`src/design/prpi_pkg.sv`:
```
// ----------------------------------------------------------------------------
// prpi_pkg
// shared types and constants of the fixed-point pagerank unit
// ----------------------------------------------------------------------------
package prpi_pkg;

    localparam int MAX_NODES = 64;
    localparam int IDX_W     = $clog2(MAX_NODES);
    localparam int N_W       = $clog2(MAX_NODES + 1);
    localparam int RANK_W    = 25;
    localparam int CNT_W     = 8;
    localparam int ITER_W    = 8;
    localparam int DAMP_W    = 17;
    localparam int ACC_W     = 31;
    localparam int PROD_W    = 48;
    localparam int DIV_W     = 32;
    localparam int DSR_W     = 8;
    localparam int ADDR_W    = 4;
    localparam int DATA_W    = 32;

    localparam logic [RANK_W-1:0] ONE_Q24   = RANK_W'(1 << 24);
    localparam logic [DAMP_W-1:0] ONE_Q16   = DAMP_W'(1 << 16);
    localparam logic [CNT_W-1:0]  MAX_COUNT = '1;
    localparam logic [N_W-1:0]    MIN_N     = N_W'(2);
    localparam logic [N_W-1:0]    MAX_N     = N_W'(MAX_NODES);

    typedef enum logic [1:0] {
        REG_NODE_COUNT = 2'd0,
        REG_ITER_COUNT = 2'd1,
        REG_DAMPING    = 2'd2,
        REG_NONE       = 2'd3
    } t_reg_idx;

    typedef enum logic [1:0] {
        DIV_INIT = 2'd0,
        DIV_QUOT = 2'd1,
        DIV_TELE = 2'd2
    } t_div_sel;

    typedef struct packed {
        logic             cmd;
        logic [IDX_W-1:0] from_node;
        logic [IDX_W-1:0] to_node;
    } t_in_word;

    typedef struct packed {
        logic [IDX_W-1:0]  node_index;
        logic [RANK_W-1:0] rank_value;
        logic              last_rank;
    } t_out_word;

    typedef struct packed {
        logic             edge_rd;
        logic             edge_wr;
        logic             init_wr;
        logic             div_go;
        t_div_sel         div_sel;
        logic             sum_clr;
        logic             rank_rd;
        logic             tele_mul;
        logic             row_rd;
        logic             acc_clr;
        logic             q_rd;
        logic             dmul;
        logic             nxt_wr;
        logic             bank_flip;
        logic             out_rd;
        logic             out_ld;
        logic             out_last;
        logic [IDX_W-1:0] idx;
        logic [IDX_W-1:0] jdx;
    } t_cmd;

    typedef struct packed {
        logic div_done;
        logic out_vld;
    } t_stat;

endpackage

```
`src/design/prpi_ctrl.sv`:
```
// ----------------------------------------------------------------------------
// prpi_ctrl
// sequencer for edge loading, power iterations and rank read-out
// ----------------------------------------------------------------------------
module prpi_ctrl
    import prpi_pkg::*;
(
    input  logic              i_clk,
    input  logic              i_rst_n,
    input  logic              i_in_valid,
    input  t_in_word          i_in_word,
    output logic              o_in_stall,
    input  logic [N_W-1:0]    i_n,
    input  logic [ITER_W-1:0] i_iters,
    input  t_stat             i_stat,
    output t_cmd              o_cmd
);

    typedef enum logic [4:0] {
        S_IDLE,
        S_EDGE_RD,
        S_EDGE_WR,
        S_INIT_WAIT,
        S_INIT_WR,
        S_IT_CHK,
        S_Q_RD,
        S_Q_WAIT,
        S_T_MUL,
        S_T_WAIT,
        S_R_RD,
        S_R_ACC,
        S_R_LAST,
        S_R_MUL,
        S_R_WR,
        S_OUT_RD,
        S_OUT_LD,
        S_OUT_WAIT
    } t_state;

    t_state            r_state, n_state;
    t_cmd              r_cmd, n_cmd;
    logic [IDX_W-1:0]  r_i, n_i;
    logic [IDX_W-1:0]  r_j, n_j;
    logic [ITER_W-1:0] r_it, n_it;
    logic              w_last_i;
    logic              w_last_j;
    logic              w_accept;

    assign w_last_i = ({1'b0, r_i} == i_n - N_W'(1));
    assign w_last_j = ({1'b0, r_j} == i_n - N_W'(1));
    assign w_accept = i_in_valid && (r_state == S_IDLE);

    always_comb begin
        n_state = r_state;
        n_cmd   = '0;
        n_i     = r_i;
        n_j     = r_j;
        n_it    = r_it;
        unique case (r_state)
            S_IDLE: begin
                if (w_accept) begin
                    n_i = i_in_word.from_node;
                    n_j = i_in_word.to_node;
                    if (i_in_word.cmd) begin
                        n_it          = '0;
                        n_cmd.div_go  = 1'b1;
                        n_cmd.div_sel = DIV_INIT;
                        n_state       = S_INIT_WAIT;
                    end else begin
                        n_cmd.edge_rd = 1'b1;
                        n_cmd.idx     = i_in_word.from_node;
                        n_cmd.jdx     = i_in_word.to_node;
                        n_state       = S_EDGE_RD;
                    end
                end
            end
            S_EDGE_RD: begin
                n_cmd.edge_wr = 1'b1;
                n_cmd.idx     = r_i;
                n_cmd.jdx     = r_j;
                n_state       = S_EDGE_WR;
            end
            S_EDGE_WR: begin
                n_state = S_IDLE;
            end
            S_INIT_WAIT: begin
                if (i_stat.div_done) begin
                    n_i           = '0;
                    n_cmd.init_wr = 1'b1;
                    n_cmd.idx     = '0;
                    n_state       = S_INIT_WR;
                end
            end
            S_INIT_WR: begin
                if (w_last_i) begin
                    n_state = S_IT_CHK;
                end else begin
                    n_i           = r_i + IDX_W'(1);
                    n_cmd.init_wr = 1'b1;
                    n_cmd.idx     = r_i + IDX_W'(1);
                end
            end
            S_IT_CHK: begin
                n_i = '0;
                n_j = '0;
                if (r_it == i_iters) begin
                    n_cmd.out_rd = 1'b1;
                    n_cmd.idx    = '0;
                    n_state      = S_OUT_RD;
                end else begin
                    n_cmd.sum_clr = 1'b1;
                    n_cmd.rank_rd = 1'b1;
                    n_cmd.idx     = '0;
                    n_state       = S_Q_RD;
                end
            end
            S_Q_RD: begin
                n_cmd.div_go  = 1'b1;
                n_cmd.div_sel = DIV_QUOT;
                n_cmd.idx     = r_j;
                n_state       = S_Q_WAIT;
            end
            S_Q_WAIT: begin
                if (i_stat.div_done) begin
                    if (w_last_j) begin
                        n_cmd.tele_mul = 1'b1;
                        n_state        = S_T_MUL;
                    end else begin
                        n_j           = r_j + IDX_W'(1);
                        n_cmd.rank_rd = 1'b1;
                        n_cmd.idx     = r_j + IDX_W'(1);
                        n_state       = S_Q_RD;
                    end
                end
            end
            S_T_MUL: begin
                n_cmd.div_go  = 1'b1;
                n_cmd.div_sel = DIV_TELE;
                n_state       = S_T_WAIT;
            end
            S_T_WAIT: begin
                if (i_stat.div_done) begin
                    n_i           = '0;
                    n_cmd.row_rd  = 1'b1;
                    n_cmd.acc_clr = 1'b1;
                    n_cmd.idx     = '0;
                    n_state       = S_R_RD;
                end
            end
            S_R_RD: begin
                n_j        = '0;
                n_cmd.q_rd = 1'b1;
                n_cmd.jdx  = '0;
                n_state    = S_R_ACC;
            end
            S_R_ACC: begin
                if (w_last_j) begin
                    n_state = S_R_LAST;
                end else begin
                    n_j        = r_j + IDX_W'(1);
                    n_cmd.q_rd = 1'b1;
                    n_cmd.jdx  = r_j + IDX_W'(1);
                end
            end
            S_R_LAST: begin
                n_cmd.dmul = 1'b1;
                n_state    = S_R_MUL;
            end
            S_R_MUL: begin
                n_cmd.nxt_wr = 1'b1;
                n_cmd.idx    = r_i;
                n_state      = S_R_WR;
            end
            S_R_WR: begin
                if (w_last_i) begin
                    n_it            = r_it + ITER_W'(1);
                    n_cmd.bank_flip = 1'b1;
                    n_state         = S_IT_CHK;
                end else begin
                    n_i           = r_i + IDX_W'(1);
                    n_cmd.row_rd  = 1'b1;
                    n_cmd.acc_clr = 1'b1;
                    n_cmd.idx     = r_i + IDX_W'(1);
                    n_state       = S_R_RD;
                end
            end
            S_OUT_RD: begin
                n_cmd.out_ld   = 1'b1;
                n_cmd.idx      = r_i;
                n_cmd.out_last = w_last_i;
                n_state        = S_OUT_LD;
            end
            S_OUT_LD: begin
                n_state = S_OUT_WAIT;
            end
            S_OUT_WAIT: begin
                if (!i_stat.out_vld) begin
                    if (w_last_i) begin
                        n_state = S_IDLE;
                    end else begin
                        n_i          = r_i + IDX_W'(1);
                        n_cmd.out_rd = 1'b1;
                        n_cmd.idx    = r_i + IDX_W'(1);
                        n_state      = S_OUT_RD;
                    end
                end
            end
            default: n_state = S_IDLE;
        endcase
    end

    always_ff @(posedge i_clk) begin
        if (!i_rst_n) begin
            r_state <= S_IDLE;
            r_cmd   <= '0;
            r_i     <= '0;
            r_j     <= '0;
            r_it    <= '0;
        end else begin
            r_state <= n_state;
            r_cmd   <= n_cmd;
            r_i     <= n_i;
            r_j     <= n_j;
            r_it    <= n_it;
        end
    end

    assign o_in_stall = (r_state != S_IDLE);
    assign o_cmd      = r_cmd;

endmodule
```
`config.mk`:
```
export PLATFORM = sky130hd
export DESIGN_NAME = prpi_ctrl
export DESIGN_NICKNAME = d
export VERILOG_FILES = /design/src/design/prpi_pkg.sv /design/src/design/prpi_ctrl.sv
export SDC_FILE = /design/constraint.sdc
export NUM_CORES = 1
export LEC_CHECK = 0
export ABC_AREA = 0
export BUFFER_PORTS_ARGS = -buffer_cell sky130_fd_sc_hd__buf_2
export CORE_ASPECT_RATIO = 0.8
export CORE_UTILIZATION = 45
export CTS_CLUSTER_DIAMETER = 40
export DETAILED_ROUTE_END_ITERATION = 8
export PLACE_DENSITY = 0.72
export RECOVER_POWER = 25
export SETUP_SLACK_MARGIN = 0.5
export SYNTH_ARGS = -nofsm -noshare
export SYNTH_HDL_FRONTEND = slang
export SYNTH_SLANG_ARGS = --single-unit
```
`constraint.sdc`:
```
create_clock -name i_clk -period 2.15 [get_ports i_clk]
set_input_delay 0 -clock i_clk [delete_from_list [all_inputs] [get_ports i_clk]]
set_output_delay 0 -clock i_clk [all_outputs]
set_load 0.05 [all_outputs]
```
; ---- Word-level counts from Yosys, hierarchy flattened
; Index checks and enable logic that the tools add are counted.
[op_classes]
eq_ne = 29
div = 0
mul = 0
n_shift = 0
bitwise_logic = 0
n_addsub = 4
n_mux = 58
order_cmp = 0
n_reduce_logical = 19
[ops]
columns = operator, n
row1 = one-hot mux 5 bit (17 select lines), 1
row2 = two-way mux 6 bit, 11
row3 = equality test 5 x 4 -> 1 bit (second input constant), 8
row4 = one-hot mux 6 bit (6 select lines), 1
row5 = two-way mux 5 bit, 7
row6 = one-hot mux 6 bit (5 select lines), 1
row7 = two-way mux 12 bit, 2
row8 = two-way mux 8 bit, 3
row9 = one-hot mux 6 bit (4 select lines), 1
row10 = equality test 5 x 3 -> 1 bit (second input constant), 4
row11 = inequality test 2 bit (second input constant), 9
row12 = one-hot mux 6 bit (3 select lines), 1
row13 = two-way mux 4 bit, 4
row14 = one-hot mux 8 bit (2 select lines), 1
row15 = equality test 6 x 7 -> 1 bit, 2
row16 = adder 6 x 1 -> 6 bit (second input constant), 2
row17 = two-way mux 2 bit, 6
row18 = two-way mux 1 bit, 11
row19 = equality test 5 bit (second input constant), 2
row20 = nonzero test 5 bit, 2
row21 = one-hot mux 3 bit (3 select lines), 1
row22 = AND reduction 3 bit, 3
row23 = adder 8 x 1 -> 8 bit (second input constant), 1
row24 = equality test 8 bit, 1
row25 = 16 further kinds, 25
[totals]
latchBits = 0
rom_bits = 0
reg_bits = 55
ram_bits = 0
word_cells = 133
mem_count = 0

; ---- Logic depth before layout (Yosys ltp)
[logic_depth]
ltp_word = 5
mapped_depth = 10
ltp_nobuf = 9

; ---- Worst setup path after synthesis
; OpenSTA, ideal clock, no wires.
[synth_timing]
kind = reg2reg
from = register r_state[1]
to = register r_cmd (netlist bit o_cmd[10])
path_buffers = 2
path_stages_with_launch = 8
setup_slack_ns = -0.119
setup_ns = 0.070
arrival_ns = 2.199
cell_sequence = dfxtp_1 > buf_1 > nor3_1 > nand2_1 > nor3b_1 > clkbuf_1 > a222oi_1 > a21oi_1
[synth_via]
elab_chain_len = 4
[synth_rtl]
columns = element, line
row1 = from (decl), prpi_ctrl.sv:40  ; t_state r_state, n_state;
row2 = from (signal assigned), prpi_ctrl.sv:220  ; r_state <= n_state;
row3 = zero test 5 bit, "prpi_ctrl.sv:51, prpi_ctrl.sv:59"
row4 = logical AND 1 bit, prpi_ctrl.sv:51  ; assign w_accept = i_in_valid && (r_state == S_IDLE);
row5 = two-way mux 12 bit, prpi_ctrl.sv:61  ; if (w_accept) begin
row6 = one-hot mux 6 bit (6 select lines) *, prpi_ctrl.sv:59  ; unique case (r_state)
row7 = to (signal assigned), prpi_ctrl.sv:221  ; r_cmd <= n_cmd;
row8 = to (decl), prpi_ctrl.sv:41  ; t_cmd r_cmd, n_cmd;
; Mark *: on every way between the ends. The rest lies on a longest branch, timed or not.
; A chain may end at the register's enable or synchronous reset.

; ---- Worst setup path in the final report
[layout_timing]
from = register r_state[1]
to = register r_state[1]
[layout_via]
elab_chain_len = 4
[layout_rtl]
columns = element, line
row1 = zero test 5 bit, "prpi_ctrl.sv:51, prpi_ctrl.sv:59"
row2 = logical AND 1 bit, prpi_ctrl.sv:51
row3 = inequality test 2 bit (no source line), -
row4 = AND reduction 7 bit (no source line), -
; Several ways; a longest one is shown, not always the timed one.

==> summary.md <==
| Metric | Value |
|---|---|
| FF-to-FF Start | r_state[1] |
| Mapped Area | 3331 um^2 |
| CP max stage cell | dfxtp_4 |
| Post-Place Worst Slack | -0.1913 ns |
| Routability cong. | 1.031 |
| ANT cells | 0 |
| CTS Buf Count | 5 |
| Clock Sink Count | 54 |
| Arr. time, crit path | 2.29 ns |
| RSZ-0062 raised after global routing | yes |
| Min setup slack post-route | between 0.07 and 0.08 ns |
| Ys Warns | 0 |
| Slew Viols, Final | 0 |
| Port bufs | 63 |
| GR Util met3 | 0.05458 |
| Number of synthesized flops with an enable pin | 0 |
| Clock transition at path regs | 0.10 ns |
| Most frequent cells in the layout | buf_4, dfxtp_1, buf_2, nor2_1, nand2_1 |
| Seq pwr share | 0.270 |
| First-pass GRT wire length | 17950 um |
| Met1 Use GR | 0.4229 |
| Drt drc | 7 |
| Fin Hold WS | 0.02356 ns |
| Primary FF master, synth | dfxtp_1 |
| Asr flop ratio synth | 0 |
| CTS max path bufs | 2 |
| CP Class | register to register |
| Worst setup SP type | register |
| Worst reg-to-reg setup slack | 0.07 ns |
| Synth Area per Inst | 7.874 um^2 |
| CP max FO | 6 |
| DR iter-0 viols | around 530 |
| Slowest stage delay, CP | 0.38 ns |
| Pwr dens | 913.9 nW/um^2 |
| Share of cells above drive strength 1 | 0.4316 |
| Hold Path Class | input port to register |
| # IOs | 64 |
| Vias per cell | 6.189 |
| H-tree depth | 2 |
| Largest area contributor in the netlist | dfxtp_1 |
| Register area share after synthesis | 0.3246 |
| CTS tree | yes |
| Clk pwr share | 0.126 |
| Slew @ Worst Pin | between 0.9 and 1 ns |
| Syn Inst Count | 423 |
| Tmin final | 2.076 ns |
| Core area | 7027 um^2 |
| GRT Total Usage | 0.2965 |
| Initial antenna violation count | 0 |
| Most common cell after layout, fill and taps aside | buf_4 |
| Critical path origin | r_state[1] |
| Worst Path Required | roughly 2.4 ns |
| Routed wire length | between 10000 and 15000 um |
| Post-synthesis register bit count | 54 |
| Pre-antenna DRT Iters | 9 |
| Synth top area share | 0.3246 |
| Vias | 4023 |
| Syn Nets | 460 |
| Cell chain of the critical path | buf_4 -> and3b_1 -> nand2_1 -> nor2_1 -> nor3_1 -> o21ai_2 -> o21a_1 -> a22o_1 |
| Layout Skew | 0.01210 ns |
| Initial Utilization | 0.4740 |
| Root buffer cell | clkbuf_8 |
| Rel. slew slack | 0.3784 |
| Die Area | roughly 7800 um^2 |
| Synthesis-to-finish area growth | 55.82% |
| Clk Latency, worst-skew pair | 0.32 ns |
| ANT nets after route | 0 |
| Chip width | 98.19 um |
| Final setup viols | 0 |
| Vias in the first global route | between 3k and 4k |
| Violated checks | DRC |
| Grt ovf | 0 |
| Nets | 599 |
| Largest net degree at the start of global routing | 26 |
| NetSw | 2.131 mW |
| Hold Crit Start | i_in_word[0] |
| Wire length per cell | 19.22 um |
| Internal Power | 2.612 mW |
| Status | complete, but fails checks |
| Total of max-cap violations | 0 |
| Post-DP HPWL | 8214 um |
| Busiest layer in global routing | met2 |
| Final Hold Vio Count | 0 |
| VDD IR max | 0.5494 mV |
| Synth top area cells | dfxtp_1, xnor2_1, nor2_1 |
| Sw frac | 0.4493 |
| F_max | 481.6 MHz |
| GR Layer Usage met2 | 0.4514 |
| Final Cycle Share | 0.9658 |
| Crit end category | register |
| Std cell rows | 27 |
| Logic pwr share | 0.604 |
| DIE HEIGHT | 78.95 um |
| Leak Pwr | 1.996 nW |
| Synth unique cells | slightly above 60 |
==> sequential cells by signal, summed over array words and instances (netlist names) <==
name     count
o_cmd       29
r_j          6
r_state      5
r_i          6
r_it         8
==> critical path, delay by kind of cell, from the launching register on <==
kind | cells | cell delay (ns)
compound gates | 3 | 0.62
buf+inv | 1 | 0.16
flops | 1 | 0.38
simple gates | 4 | 0.82
==> routing by layer <==
layer	vias up	routed length, um
li1	1827	-
met1	1867	5276
met2	285	5493
met3	44	1317
met4	0	405
met5	-	0
==> final timing paths <==
path | to | cells past startpoint
setup / recovery | r_state[1] | 8
setup reg to reg | r_state[1] | 8
hold reg to reg | r_it[7] | 2
hold / removal | o_cmd[0] | 3
==> logic make-up (layout without fill, tap and decap cells) <==
kind of cell	Yosys count	after routing	share of synthesized area
compound gates	118	118	0.2404
simple gates	168	168	0.2547
buf+inv	38	178	0.04583
flops	54	54	0.3246
xor+xnor	34	34	0.09805
fa+ha+maj	4	4	0.01503
mux	7	7	0.02141
==> synthesized netlist by cell type, drive strengths merged (5+ instances only) <==
| master | number |
|---|---|
| xor2 | 9 |
| nand2 | 37 |
| and3 | 7 |
| nor2b | 5 |
| a311oi | 5 |
| a222oi | 8 |
| inv | 9 |
| nand2b | 7 |
| a21oi | 34 |
| nor2 | 46 |
| nand3 | 20 |
| clkbuf | 22 |
| nor3 | 14 |
| or3 | 5 |
| xnor2 | 23 |
| a211oi | 10 |
| o21ai | 20 |
| mux2i | 6 |
| a31oi | 5 |
| nor4 | 5 |
| dfxtp | 54 |
| nand4 | 5 |
| a22oi | 7 |
| buf | 6 |
==> power by group through the flow <==
stage | logic (mW) | registers (mW) | clock network (mW)
3_5_place_dp | 2.25 | 1.27 | 0
3_3_place_gp | 2.23 | 1.27 | 0
6_report | 2.86 | 1.28 | 0.596
2_1_floorplan | 1.35 | 1.42 | 0
5_1_grt | 3.01 | 1.30 | 0.646
4_1_cts | 2.37 | 1.27 | 0.601
==> what timing repair did <==
item,4_1_cts,5_1_grt
endpoints found under the hold margin,7,0
setup endpoints to repair,42,44
pin swaps,26,26
gates resized for setup,45,71
setup buffers,10,18
cloned,0,2
hold buffers,7,0
==> per-stage QoR <==
stage	std cells	setup TNS [ns]	cell area, um^2	util	power, mW
2_1_floorplan	423	0	3538	-	2.769
3_3_place_gp	605	-0.4977	4310	0.6134	3.500
3_5_place_dp	605	-1.521	4310	0.6134	3.522
4_1_cts	630	0	4711	0.6704	4.235
5_1_grt	650	0	5190	0.7386	4.953
6_report	650	0	5190	0.7386	4.743
==> cell type report <==
cell class | count | area (um^2)
multi-input cells | 331 | 2633
inverters | 10 | 56.30
repair buffers | 160 | 1201
clock buffers | 5 | 68.82
clock inverters | 3 | 21.27
well taps | 87 | 108.9
flip-flops and latches | 54 | 1101
fillers | 524 | 1837
(Power assumes the default switching activity.)
